$ cat config.mk
export PLATFORM = sky130hd
export DESIGN_NAME = msp_v1_v2_frame_parser_top_flat
export DESIGN_NICKNAME = d
export VERILOG_FILES = /design/src/design/msp_pkg.sv /design/src/design/msp_rx_if.sv /design/src/design/msp_res_if.sv /design/src/design/msp_v1_v2_frame_parser_top.sv /design/src/flat_wrapper.sv
export VERILOG_INCLUDE_DIRS = /design/src /design/src/design
export SDC_FILE = /design/constraint.sdc
export NUM_CORES = 1
export LEC_CHECK = 0
export ABC_CLOCK_PERIOD_IN_PS = 14200
export CORE_ASPECT_RATIO = 2
export CORE_UTILIZATION = 60
export CTS_CLUSTER_DIAMETER = 40
export CTS_CLUSTER_SIZE = 10
export DETAILED_ROUTE_END_ITERATION = 10
export DONT_BUFFER_PORTS = 1
export HOLD_SLACK_MARGIN = 0.05
export PLACE_DENSITY = 0.77
export SKIP_CTS_REPAIR_TIMING = 1
export SLEW_MARGIN = 0
export SYNTH_ARGS = -nofsm -noshare
export SYNTH_HDL_FRONTEND = slang
export SYNTH_SLANG_ARGS = --single-unit
$ cat constraint.sdc
create_clock -name i_clk -period 14.2 [get_ports i_clk]
set_clock_uncertainty 0.05 [all_clocks]
set_input_delay 1.42 -clock i_clk [delete_from_list [all_inputs] [get_ports i_clk]]
set_output_delay 1.42 -clock i_clk [all_outputs]
set_load 0.01 [all_outputs]
$ cat src/design/msp_v1_v2_frame_parser_top_assert.svh
// ----------------------------------------------------------------------------
// MSP frame parser assertion macros
// Shared concurrent assertion forms used by the parser RTL.
// ----------------------------------------------------------------------------
`ifndef MSP_V1_V2_FRAME_PARSER_TOP_ASSERT_SVH
`define MSP_V1_V2_FRAME_PARSER_TOP_ASSERT_SVH

// same-cycle implication
`define MSP_ASSERT_NOW(lbl, clk, rst_n, pre, post) \
    lbl: assert property (@(posedge clk) disable iff (!(rst_n)) (pre) |-> (post)) \
        else $error("msp parser check failed");

// next-cycle implication
`define MSP_ASSERT_NEXT(lbl, clk, rst_n, pre, post) \
    lbl: assert property (@(posedge clk) disable iff (!(rst_n)) (pre) |=> (post)) \
        else $error("msp parser check failed");

`endif

$ cat src/design/msp_pkg.sv
// ----------------------------------------------------------------------------
// MSP frame parser package
// Result kinds, register indexes, result record and the CRC-8 DVB-S2 step.
// ----------------------------------------------------------------------------
package msp_pkg;

    typedef enum logic [1:0] {
        KIND_DATA = 2'd0,
        KIND_GOOD = 2'd1,
        KIND_BAD  = 2'd2
    } t_kind;

    localparam logic [1:0] REG_START_BYTE = 2'd0;
    localparam logic [1:0] REG_V1_MAGIC   = 2'd1;
    localparam logic [1:0] REG_V2_MAGIC   = 2'd2;

    localparam logic [7:0] START_BYTE_RST = 8'd36;
    localparam logic [7:0] V1_MAGIC_RST   = 8'd77;
    localparam logic [7:0] V2_MAGIC_RST   = 8'd88;
    localparam logic [7:0] DIRECTION_BYTE = 8'h3E;
    localparam logic [7:0] V2_FLAG_VALUE  = 8'h00;
    localparam logic [7:0] CRC8_POLY      = 8'hD5;

    typedef struct packed {
        t_kind       kind;
        logic        version;
        logic [15:0] command;
        logic [15:0] frame_length;
        logic [15:0] byte_index;
        logic [7:0]  payload_byte;
    } t_result;

    function automatic logic [7:0] crc8_dvb_s2(input logic [7:0] crc, input logic [7:0] b);
        logic [7:0] c;
        c = crc ^ b;
        for (int i = 0; i < 8; i++) begin
            c = c[7] ? ({c[6:0], 1'b0} ^ CRC8_POLY) : {c[6:0], 1'b0};
        end
        return c;
    endfunction

endpackage

$ cat src/design/msp_rx_if.sv
// ----------------------------------------------------------------------------
// MSP received byte channel
// Valid/ready channel carrying one serial byte per transaction.
// ----------------------------------------------------------------------------
interface msp_rx_if;
    logic       valid;
    logic       ready;
    logic [7:0] rx_byte;

    modport source (output valid, output rx_byte, input ready);
    modport sink   (input valid, input rx_byte, output ready);
endinterface

$ cat src/design/msp_res_if.sv
// ----------------------------------------------------------------------------
// MSP parser result channel
// Valid/ready channel carrying one payload byte or frame verdict per
// transaction.
// ----------------------------------------------------------------------------
interface msp_res_if;
    import msp_pkg::*;

    logic        valid;
    logic        ready;
    t_kind       kind;
    logic        version;
    logic [15:0] command;
    logic [15:0] frame_length;
    logic [15:0] byte_index;
    logic [7:0]  payload_byte;

    modport source (output valid, output kind, output version, output command,
                    output frame_length, output byte_index, output payload_byte,
                    input ready);
    modport sink   (input valid, input kind, input version, input command,
                    input frame_length, input byte_index, input payload_byte,
                    output ready);
endinterface

$ cat src/design/msp_v1_v2_frame_parser_top.sv
// ----------------------------------------------------------------------------
// MSP v1/v2 frame parser
// Recognizes MSP v1 (XOR check) and v2 (CRC-8 DVB-S2 check) frames in a byte
// stream, emits each payload byte with its index and one good/bad verdict per
// frame.
// ----------------------------------------------------------------------------
// One received byte is taken every clock cycle while the skid register is
// empty. The parser state and the running check update in the cycle a byte
// is accepted; any result it causes is registered into the output register,
// or into the skid register if that is full. This two-entry output queue
// keeps input flowing while the consumer stalls for one result; input ready
// drops only while the skid register is occupied. Bad-verdict frames are for
// the consumer to drop; payload bytes are not buffered, lengths not capped.

`include "msp_v1_v2_frame_parser_top_assert.svh"

module msp_v1_v2_frame_parser_top (
    input  logic       i_clk,
    input  logic       i_rst_n,
    input  logic       i_cfg_we,
    input  logic [1:0] i_cfg_idx,
    input  logic [7:0] i_cfg_wdata,
    msp_rx_if.sink     i_rx,
    msp_res_if.source  o_res
);
    import msp_pkg::*;

    typedef enum logic [3:0] {
        ST_START, ST_HEADER, ST_DIRECTION, ST_V1_LEN, ST_V1_CMD, ST_V1_DATA,
        ST_V2_FLAG, ST_V2_CMD_LO, ST_V2_CMD_HI, ST_V2_LEN_LO, ST_V2_LEN_HI,
        ST_V2_DATA, ST_CHECK
    } t_state;

    logic [7:0]  r_start_byte, r_v1_magic, r_v2_magic;

    t_state      r_state, n_state;
    logic        r_is_v2, n_is_v2;
    logic [15:0] r_len, n_len;
    logic [15:0] r_cmd, n_cmd;
    logic [7:0]  r_chk, n_chk;
    logic [15:0] r_cnt, n_cnt;

    t_result     r_out, r_skid, res;
    logic        r_out_valid, r_skid_valid;
    logic        res_valid;
    logic        acc, pop, push;
    logic [7:0]  d;

    assign d      = i_rx.rx_byte;
    assign acc    = i_rx.valid && i_rx.ready;
    assign pop    = r_out_valid && o_res.ready;
    assign push   = acc && res_valid;

    assign i_rx.ready         = !r_skid_valid;
    assign o_res.valid        = r_out_valid;
    assign o_res.kind         = r_out.kind;
    assign o_res.version      = r_out.version;
    assign o_res.command      = r_out.command;
    assign o_res.frame_length = r_out.frame_length;
    assign o_res.byte_index   = r_out.byte_index;
    assign o_res.payload_byte = r_out.payload_byte;

    always_comb begin
        n_state   = r_state;
        n_is_v2   = r_is_v2;
        n_len     = r_len;
        n_cmd     = r_cmd;
        n_chk     = r_chk;
        n_cnt     = r_cnt;
        res_valid = 1'b0;
        res       = '{kind: KIND_DATA, version: r_is_v2, command: r_cmd,
                      frame_length: r_len, byte_index: r_cnt, payload_byte: d};
        unique case (r_state)
            ST_START: begin
                if (d == r_start_byte) n_state = ST_HEADER;
            end
            ST_HEADER: begin
                priority if (d == r_v1_magic) begin
                    n_is_v2 = 1'b0;
                    n_state = ST_DIRECTION;
                end else if (d == r_v2_magic) begin
                    n_is_v2 = 1'b1;
                    n_state = ST_DIRECTION;
                end else begin
                    n_state = ST_START;
                end
            end
            ST_DIRECTION: begin
                if (d == DIRECTION_BYTE) n_state = r_is_v2 ? ST_V2_FLAG : ST_V1_LEN;
                else                     n_state = ST_START;
            end
            ST_V1_LEN: begin
                n_chk   = d;
                n_len   = {8'd0, d};
                n_state = ST_V1_CMD;
            end
            ST_V1_CMD: begin
                n_chk   = r_chk ^ d;
                n_cmd   = {8'd0, d};
                n_cnt   = '0;
                n_state = (r_len == '0) ? ST_CHECK : ST_V1_DATA;
            end
            ST_V1_DATA, ST_V2_DATA: begin
                res_valid = 1'b1;
                n_chk     = (r_state == ST_V1_DATA) ? (r_chk ^ d) : crc8_dvb_s2(r_chk, d);
                n_cnt     = r_cnt + 16'd1;
                if (n_cnt == r_len) n_state = ST_CHECK;
            end
            ST_V2_FLAG: begin
                if (d == V2_FLAG_VALUE) begin
                    n_chk   = crc8_dvb_s2(8'd0, d);
                    n_state = ST_V2_CMD_LO;
                end else begin
                    n_state = ST_START;
                end
            end
            ST_V2_CMD_LO: begin
                n_cmd   = {8'd0, d};
                n_chk   = crc8_dvb_s2(r_chk, d);
                n_state = ST_V2_CMD_HI;
            end
            ST_V2_CMD_HI: begin
                n_cmd   = r_cmd | {d, 8'd0};
                n_chk   = crc8_dvb_s2(r_chk, d);
                n_state = ST_V2_LEN_LO;
            end
            ST_V2_LEN_LO: begin
                n_len   = {8'd0, d};
                n_chk   = crc8_dvb_s2(r_chk, d);
                n_state = ST_V2_LEN_HI;
            end
            ST_V2_LEN_HI: begin
                n_len   = r_len | {d, 8'd0};
                n_chk   = crc8_dvb_s2(r_chk, d);
                n_cnt   = '0;
                n_state = (n_len == '0) ? ST_CHECK : ST_V2_DATA;
            end
            ST_CHECK: begin
                res_valid        = 1'b1;
                res.kind         = (d == r_chk) ? KIND_GOOD : KIND_BAD;
                res.byte_index   = '0;
                res.payload_byte = '0;
                n_state          = ST_START;
            end
            default: begin
                n_state = ST_START;
            end
        endcase
    end

    always_ff @(posedge i_clk) begin
        if (!i_rst_n) begin
            r_start_byte <= START_BYTE_RST;
            r_v1_magic   <= V1_MAGIC_RST;
            r_v2_magic   <= V2_MAGIC_RST;
        end else if (i_cfg_we) begin
            unique case (i_cfg_idx)
                REG_START_BYTE: r_start_byte <= i_cfg_wdata;
                REG_V1_MAGIC:   r_v1_magic   <= i_cfg_wdata;
                REG_V2_MAGIC:   r_v2_magic   <= i_cfg_wdata;
                default: ;
            endcase
        end
    end

    always_ff @(posedge i_clk) begin
        if (!i_rst_n) begin
            r_state <= ST_START;
            r_is_v2 <= 1'b0;
            r_len   <= '0;
            r_cmd   <= '0;
            r_chk   <= '0;
            r_cnt   <= '0;
        end else if (acc) begin
            r_state <= n_state;
            r_is_v2 <= n_is_v2;
            r_len   <= n_len;
            r_cmd   <= n_cmd;
            r_chk   <= n_chk;
            r_cnt   <= n_cnt;
        end
    end

    // output register + skid register
    always_ff @(posedge i_clk) begin
        if (!i_rst_n) begin
            r_out_valid  <= 1'b0;
            r_skid_valid <= 1'b0;
        end else if (pop) begin
            if (r_skid_valid) begin
                r_skid_valid <= 1'b0;
            end else begin
                r_out_valid <= push;
            end
        end else if (push) begin
            if (!r_out_valid) r_out_valid  <= 1'b1;
            else              r_skid_valid <= 1'b1;
        end
    end

    always_ff @(posedge i_clk) begin
        if (pop) begin
            if (r_skid_valid) r_out <= r_skid;
            else if (push)    r_out <= res;
        end else if (push) begin
            if (!r_out_valid) r_out  <= res;
            else              r_skid <= res;
        end
    end

    `MSP_ASSERT_NOW(a_skid_behind_out, i_clk, i_rst_n, r_skid_valid, r_out_valid)
    `MSP_ASSERT_NOW(a_count_in_range, i_clk, i_rst_n,
        (r_state == ST_V1_DATA || r_state == ST_V2_DATA), (r_cnt < r_len))
    `MSP_ASSERT_NEXT(a_check_ends_frame, i_clk, i_rst_n,
        (acc && r_state == ST_CHECK), (r_state == ST_START))
    `MSP_ASSERT_NOW(a_verdict_zero_fields, i_clk, i_rst_n,
        (r_out_valid && r_out.kind != KIND_DATA),
        (r_out.byte_index == '0 && r_out.payload_byte == '0))

endmodule
$ cat src/flat_wrapper.sv
// flat-port wrapper written by rule: the top's interface ports become plain ports
module msp_v1_v2_frame_parser_top_flat import msp_pkg::*;
  (i_clk, i_rst_n, i_cfg_we, i_cfg_idx, i_cfg_wdata, i_rx_valid, i_rx_rx_byte, i_rx_ready, o_res_valid, o_res_kind, o_res_version, o_res_command, o_res_frame_length, o_res_byte_index, o_res_payload_byte, o_res_ready);
  msp_rx_if i_rx_i ();
  msp_res_if o_res_i ();
  input  logic i_clk;
  input  logic i_rst_n;
  input  logic i_cfg_we;
  input  logic [1:0] i_cfg_idx;
  input  logic [7:0] i_cfg_wdata;
  input wire logic [$bits(i_rx_i.valid)-1:0] i_rx_valid;
  input wire logic [$bits(i_rx_i.rx_byte)-1:0] i_rx_rx_byte;
  output wire logic [$bits(i_rx_i.ready)-1:0] i_rx_ready;
  output wire logic [$bits(o_res_i.valid)-1:0] o_res_valid;
  output wire logic [$bits(o_res_i.kind)-1:0] o_res_kind;
  output wire logic [$bits(o_res_i.version)-1:0] o_res_version;
  output wire logic [$bits(o_res_i.command)-1:0] o_res_command;
  output wire logic [$bits(o_res_i.frame_length)-1:0] o_res_frame_length;
  output wire logic [$bits(o_res_i.byte_index)-1:0] o_res_byte_index;
  output wire logic [$bits(o_res_i.payload_byte)-1:0] o_res_payload_byte;
  input wire logic [$bits(o_res_i.ready)-1:0] o_res_ready;
  assign i_rx_i.valid = i_rx_valid;
  assign i_rx_i.rx_byte = i_rx_rx_byte;
  assign i_rx_ready = i_rx_i.ready;
  assign o_res_valid = o_res_i.valid;
  assign o_res_kind = o_res_i.kind;
  assign o_res_version = o_res_i.version;
  assign o_res_command = o_res_i.command;
  assign o_res_frame_length = o_res_i.frame_length;
  assign o_res_byte_index = o_res_i.byte_index;
  assign o_res_payload_byte = o_res_i.payload_byte;
  assign o_res_i.ready = o_res_ready;
  msp_v1_v2_frame_parser_top u_core (.i_clk(i_clk), .i_rst_n(i_rst_n), .i_cfg_we(i_cfg_we), .i_cfg_idx(i_cfg_idx), .i_cfg_wdata(i_cfg_wdata), .i_rx(i_rx_i), .o_res(o_res_i));
endmodule
==> results.cfg, run 1 <==
[critical_path]
cp_cell_sequence = nor3b_1, a21oi_1, nor2_1, nand2_1, or4_2, a21boi_1
cp.arrival_ns = 3.96
startpoint_type = flip-flop
r2r-start = u_core.r_state[2]
critPathMaxStageDelay_ns = 0.87
crit_path_top_delay_cell = nor3b_1
critical_path_buf_inv_count = 0
timing_worst_setup_path_type = reg2reg
worst-path-max-fanout = 16
critical-path-top-delay-family = simple AND/OR/NAND/NOR gates
startpoint = u_core.r_state[2]
worstSetupEndpointType = flip-flop
required_ns = 14.59

[drt]
drt_iter0_drc = 507
wl_um = 23100
postRouteAntennaNets = 0
avgViaCountPerCell = 6.18
vias = 6561
drc_errors = 0
first_pass_iters = 5
wl_per_cell_um = 21.8

[floorplanning]
core_um2 = 15800
fp.dieW_um = 91.7
start_util = 0.612
rows = 65
ios = 84
fp.dieArea_um2 = 16600
die_y_um = 181

[cells_and_area]
nNetsFinal = 868
final_layout_size_suffix_gt1_frac = 0.122
n_antenna_cell = 0
final_common_cell = edfxtp_1
area_growth_pct = 7.94
layout_common_cells = edfxtp_1, dfxtp_1, nand2_1
fill_cells = 1250

[outcome]
outcome = finished clean

[clocking]
cts_buffer_depth = 3
clkTransAtPathRegs_ns = 0.06
cts_tree = yes
clock_latency_ns = 0.51
cts_buffers = 24
root_buffer = clkbuf_16
cts_max_level = 1
clock-sinks = 205

[synthesis]
synth_edf_count = 118
yosys_register_bits = 205
synth_top_cell_area_share = 0.367
yosys_warnings = 0
synth_cell_types = 62
async_flop_share = 0
synth_cells = 866
seq_area_frac_synth = 0.547
synth.area.top_cells = edfxtp_1, dfxtp_1, mux2_2
yosysTopAreaCell = edfxtp_1
syn_avg_cell_area_um2 = 11.2
synth_flop_cell = edfxtp_1
synthesis.nets = 891
synth_area_um2 = 9660

[place]
post-dp-hpwl_um = 16100
io_buffers = 0
gp_congestion = 0.994

[min_path]
hp-start = u_core.r_cmd[7]
hold_path_class = reg2reg

[grt]
grt_pass1_vias = 6689
grt_start_max_net_pins = 81
gr-usage-all-layers = 0.280
gr-total-overflow = 0
antenna_found_initial = 0
grt_pass1_wl_um = 35600

[timing]
fin_crit_sh = 0.251
slew_headroom = 0.325
setup_violations = 0
tightest_slew_ns = 1.01
setup-tns-final_ns = 0
final_hold_viol_count = 0
fmax_mhz = 280
min_period_ns = 3.57
rsz0062_at_grt = no
slew_viol_final = 0

[pwr]
peakVddDrop_uv = 90.8
power.density_nw_per_um2 = 126
p_leak_nw = 3.66
power.total_mw = 1.31

[run]
max_cap_violations = 0
[path summary, 6_finish.rpt]
check	cells after the start	endpoint	slack (ns)
worst max-delay path	6	u_core.r_cnt[7]	10.63
worst min register to register	0	u_core.r_skid[47]	0.40
worst min-delay path	0	u_core.r_skid[47]	0.40
worst max register to register	6	u_core.r_cnt[7]	10.63
[state kept, by name (all words and copies together), names as in the netlist, 16 cells and up]
name                       flops
u_core.o_res.byte_index       16
u_core.o_res.command          16
u_core.o_res.frame_length     16
u_core.r_cmd                  16
u_core.r_cnt                  16
u_core.r_len                  16
u_core.r_skid                 59
[cells in the mapped netlist, types with 3 or more instances]
library cell / n
a22oi_1: 11
o2111ai_1: 3
nor3b_1: 8
a31oi_1: 9
and3_1: 4
edfxtp_1: 118
clkbuf_1: 36
nand3_1: 23
inv_1: 12
nand2b_1: 5
xnor2_1: 44
and2_1: 22
nor3_1: 10
a21boi_0: 20
and4_1: 3
buf_2: 11
mux2i_1: 27
o21ai_0: 41
nand2_1: 80
o211ai_1: 3
xor2_1: 44
dfxtp_1: 87
a21oi_1: 36
mux2_2: 57
nor4_1: 13
nor2_1: 44
nor2b_1: 40
nand4_1: 9
o21a_1: 3
buf_1: 4
[cells by family (layout without fill, tap and decap cells)]
group | after synthesis | count (layout) | synth area share
xor+xnor | 89 | 89 | 0.0815
flops | 205 | 205 | 0.547
mux | 84 | 84 | 0.0945
buf+inv | 65 | 59 | 0.0275
simple gates | 277 | 277 | 0.152
fa+ha+maj | 2 | 2 | 0.00259
compound gates | 144 | 144 | 0.0943
[metal layers]
metal  vias up  wire, µm  global-route usage
li1       3048         -                   -
met2       251     12900               0.536
met3        84      1240              0.0448
met4         0      1320               0.166
met5         -         0                   0
met1      3178      7620               0.277
[final cells by class]
type / count / area [µm²] / share of cell area
clock buffer: 41 / 664 / 0.0637
clock inverter: 2 / 23.8 / 0.00228
inverter: 12 / 45.0 / 0.00432
sequential: 205 / 5290 / 0.507
timing repair buffer: 4 / 30.0 / 0.00288
tap: 201 / 251 / 0.0241
multi-input combinational: 596 / 4120 / 0.396
[metrics by stage]
stage | hold WS [ns] | area (µm²) | setup slack (ns) | util | std cells
floorplan | 0.356 | 9660 | 7.40 | - | 866
global placement | 0.388 | 9740 | 10.73 | 0.617 | 1018
detailed placement | 0.391 | 9740 | 10.70 | 0.617 | 1018
CTS | 0.403 | 10400 | 10.74 | 0.661 | 1061
global route | 0.415 | 10400 | 10.42 | 0.661 | 1061
finish | 0.403 | 10400 | 10.63 | 0.661 | 1061
[where the power goes]
part	internal (mW)	total, mW	switching [mW]
logic	0.0505	0.121	0.0703
clock network	0.316	0.543	0.226
registers	0.634	0.646	0.0120
total	1.00	1.31	0.309
Power figures use the tool's default switching activity.
==> run 2: changes to the inputs <==
Settings changed: ABC_AREA from default to 1, ABC_CLOCK_PERIOD_IN_PS 14200 to 3000, CORE_UTILIZATION 60 to 58.
Clock period 14.2 ns to 3 ns, I/O delays scaled along.
==> results.cfg, run 2 <==
[synthesis]
syn_avg_cell_area_um2 = 8.67
synth_top_cell_area_share = 0.359
yosysTopAreaCell = edfxtp_1
synth_compound_area_frac = 0.0915
synth_cell_types = 46
synth.area.top_cells = edfxtp_1, dfxtp_1, nand2_1
synthMuxAreaShare = 0
synth-simple-area-share = 0.231
async_flop_share = 0
seq_area_frac_synth = 0.535
synth-xor-area-share = 0.0747
synth_cells = 1139
yosysMostFrequentCell = nand2_1
synth_common_cells = nand2_1, edfxtp_1, inv_1, nor2_1, dfxtp_1
synth_area_um2 = 9880
synth_flop_cell = edfxtp_1
synth-adder-area-share = 0.00253
synth_edf_count = 118
yosys_register_bits = 205
synth_top_family_by_area = simple AND/OR/NAND/NOR gates
synthesis.nets = 1164
yosys_warnings = 0

[cells_and_area]
top_register = u_core.r_skid
design_area_um2 = 11100
n_antenna_cell = 0
area_growth_pct = 12.7
final_cells = 1392
nNetsFinal = 1193
layout_common_cells = nand2_1, edfxtp_1, inv_1
final_layout_size_suffix_gt1_frac = 0.0945
largest_register_ffs = 59
final_common_cell = nand2_1
final_util = 0.667

[place]
gp_congestion = 0.979
place_area_um2 = 10200
io_buffers = 0
post-dp-hpwl_um = 18100
placed_cells = 1327

[critical_path]
crit_path_frequent_cell = nand2_1
critical_path_buf_inv_count = 4
cp_cell_sequence = dlygate4sd3_1, inv_4, nand2_4, nand2_8, xor2_2, nand2_1, nand2_2, xor2_4, xor2_2, inv_2, nand2_1, nand3_1, nand2_1, inv_1, nand2_1, nand2_1, a21oi_2
worstSetupEndpointType = flip-flop
crit_path_top_delay_cell = dlygate4sd3_1
worst-path-max-fanout = 8
required_ns = 3.36
cp.arrival_ns = 2.99
critPathMaxStageDelay_ns = 0.80
timing_worst_setup_path_type = in2reg
startpoint_type = primary input
critical-path-top-delay-family = buffers and inverters

[floorplanning]
fp.dieW_um = 94.3
ios = 84
rows = 67
die_y_um = 187
start_util = 0.592
core_um2 = 16700
fp.dieArea_um2 = 17600

[clocking]
root_buffer = clkbuf_16
cts_max_level = 1
cts_buffer_depth = 3
clock_latency_ns = 0.50
cts_buffers = 24
clock-sinks = 205
clkTransAtPathRegs_ns = 0.05
cts_tree = yes

[drt]
postRouteAntennaNets = 0
avgViaCountPerCell = 5.62
wl_um = 26100
first_pass_iters = 5
drt_iter0_drc = 472
vias = 7822
wl_per_cell_um = 18.7
drc_errors = 0

[timing]
setup-tns-final_ns = 0
setup_violations = 0
min_period_ns = 2.63
fin_crit_sh = 0.877
tightest_slew_ns = 0.860
rsz0062_at_grt = no
slew_viol_final = 0
fmax_mhz = 380
slew_headroom = 0.422
final_hold_viol_count = 0

[pwr]
swShare = 0.225
comb_power_share = 0.079
p_seq_frac = 0.487
p_clk_frac = 0.434
peakVddDrop_uv = 524
p_switching_mw = 1.37
power.density_nw_per_um2 = 549
internal_power_mw = 4.74
p_leak_nw = 4.43

[grt]
grt_start_max_net_pins = 80
gr-total-overflow = 0
grt_pass1_wl_um = 39200
antenna_found_initial = 0
grt_pass1_vias = 7627
gr-usage-all-layers = 0.293

[run]
max_cap_violations = 0

[min_path]
hold_path_class = in2reg

[outcome]
outcome = finished clean
-- run 2: stage by stage --
stage                     power [mW]  setup WS [ns]  hold slack (ns)
after floorplan                 3.40         -0.167            0.358
after global placement          3.45          0.539            0.341
after detailed placement        3.45          0.501            0.345
after CTS                       6.07          0.485           -0.170
after global routing            6.28          0.243           0.0697
final                           6.11          0.369           0.0372
-- run 2: layout make-up --
cell class	instances	area, µm²
multi-input combinational	776	4010
inverter	120	458
timing repair buffer	41	398
fill	1356	5550
tap	207	259
sequential	205	5290
clock buffer	43	714
-- run 2: power by group through the flow --
stage / clock network, mW / registers [mW] / logic, mW
final: 2.65 / 2.97 / 0.484
after global routing: 2.79 / 2.97 / 0.524
after CTS: 2.68 / 2.97 / 0.424
after detailed placement: 0 / 3.03 / 0.422
after global placement: 0 / 3.03 / 0.417
after floorplan: 0 / 3.03 / 0.366
-- run 2: final timing paths --
| path | start | to | slack, ns | cells after the start |
|---|---|---|---|---|
| worst min-delay path | i_rx_rx_byte[1] | u_core.r_chk[1] | 0.04 | 2 |
| worst min register to register | u_core.r_cmd[9] | u_core.r_skid[49] | 0.37 | 0 |
| worst max-delay path | i_rx_rx_byte[5] | u_core.r_chk[4] | 0.37 | 17 |
| worst max register to register | u_core.r_cnt[1] | u_core.r_state[2] | 0.49 | 16 |
-- run 2: cells by family after synthesis --
logic type | count (synthesis)
buffers and inverters | 158
and+or+nand+nor | 534
DFF | 205
adders and majority gates | 2
xor gates and xnor gates | 73
AOI/OAI and AO/OA | 167
-- run 2: routing by layer --
layer	GRT usage	wire [µm]
met1	0.286	8420
met2	0.537	14100
met3	0.0428	1240
met4	0.211	2300
met5	0	0
==> run 3: changes to the inputs <==
Settings changed: CORE_MARGIN from default to 3, CORE_UTILIZATION 58 to 60, CTS_BUF_LIST from default to sky130_fd_sc_hd__clkbuf_2, PLACE_DENSITY 0.77 to 0.8.
==> results.cfg, run 3 (same netlist as run 2, synthesis figures left out) <==
[min_path]
hold_path_class = in2reg

[place]
post-dp-hpwl_um = 18400
io_buffers = 0
gp_congestion = 1.01
place_area_um2 = 10100

[drt]
vias = 8033
postRouteAntennaNets = 0
first_pass_iters = 5
avgViaCountPerCell = 5.76
drt_iter0_drc = 577
wl_per_cell_um = 19.3
wl_um = 26900
drc_errors = 0

[cells_and_area]
final_common_cell = nand2_1
fill_cells = 1371
top_register = u_core.r_skid
design_area_um2 = 10800
layout_common_cells = nand2_1, edfxtp_1, inv_1
nNetsFinal = 1201
final_util = 0.674
area_growth_pct = 8.86
final_layout_size_suffix_gt1_frac = 0.103
largest_register_ffs = 59

[pwr]
p_clk_frac = 0.277
internal_power_mw = 3.58
p_switching_mw = 1.24
power.density_nw_per_um2 = 448
peakVddDrop_uv = 317
p_seq_frac = 0.617
p_leak_nw = 4.29
swShare = 0.257
power.total_mw = 4.82
comb_power_share = 0.106

[clocking]
cts_max_level = 1
clock-sinks = 205
cts_buffers = 24
clkTransAtPathRegs_ns = 0.21
root_buffer = clkbuf_2
cts_buffer_depth = 3
cts_tree = yes
clock_latency_ns = 0.80

[outcome]
outcome = finished clean

[critical_path]
worstSetupEndpointType = flip-flop
required_ns = 3.66
worst-path-max-fanout = 9
cp.arrival_ns = 3.40
startpoint_type = primary input
timing_worst_setup_path_type = in2reg

[timing]
fin_crit_sh = 0.913
tightest_slew_ns = 0.776
timing.hold.ws_ns = 0.0317
slew_viol_final = 0
slew_headroom = 0.481
rsz0062_at_grt = no
fmax_mhz = 365
min_period_ns = 2.74
final_hold_viol_count = 0
setup_violations = 0

[floorplanning]
start_util = 0.620
fp.dieW_um = 96.7
rows = 65
die_y_um = 187
fp.dieArea_um2 = 18100
ios = 84
core_um2 = 15900

[grt]
antenna_found_initial = 1
grt_pass1_vias = 7697
gr-usage-all-layers = 0.275
grt_pass1_wl_um = 39900
grt_start_max_net_pins = 80
gr-total-overflow = 0

[run]
max_cap_violations = 0
-- run 3: critical path, cell delays in order --
cell and delay, ns:
dlygate4sd3_1 1.03, xnor2_1 0.20, nand2_1 0.07, dlygate4sd3_1 0.55
nor4_1 0.24, inv_1 0.09, dlygate4sd3_1 0.59, o311a_1 0.33
-- run 3: final timing paths --
path / end / cells after the start / slack [ns] / startpoint
worst min-delay path: u_core.r_state[0] / 6 / 0.03 / i_rx_rx_byte[6]
worst min register to register: u_core.r_skid[52] / 0 / 0.39 / u_core.r_cmd[12]
worst max-delay path: u_core.r_is_v2 / 8 / 0.26 / i_rx_rx_byte[3]
worst max register to register: u_core.r_is_v2 / 8 / 0.48 / u_core.r_v1_magic[1]
-- run 3: power groups by stage --
| stage | Clock [mW] | Combinational [mW] | Sequential [mW] |
|---|---|---|---|
| 6_report | 1.34 | 0.512 | 2.97 |
| 3_5_place_dp | 0 | 0.426 | 3.03 |
| 4_1_cts | 1.37 | 0.428 | 2.97 |
| 5_1_grt | 1.49 | 0.553 | 2.97 |
| 2_1_floorplan | 0 | 0.366 | 3.03 |
| 3_3_place_gp | 0 | 0.418 | 3.03 |
-- run 3: through the flow --
stage          worst slack [ns]  cells  TNS [ns]
6_report                  0.260   1395         0
5_1_grt                   0.112   1395         0
4_1_cts                   0.546   1358         0
3_5_place_dp              0.561   1315         0
3_3_place_gp              0.606   1315         0
2_1_floorplan            -0.167   1139     -9.87
-- run 3: final cells by class --
cell class	instances	area [µm²]	share of cell area
flip-flops and latches	205	5290	0.492
diodes	1	2.50	0.000233
inverters	120	458	0.0426
well taps	201	251	0.0234
multi-input cells	776	4010	0.373
clock inverters	2	37.5	0.00349
repair buffers	49	493	0.0459
clock buffers	41	205	0.0191
-- run 3: metal layers --
metal	vias to the layer above	share of wire	global-route usage
li1	3837	-	-
met1	3794	0.34	0.283
met2	307	0.55	0.516
met3	95	0.046	0.0403
met4	0	0.070	0.163
met5	-	0	0
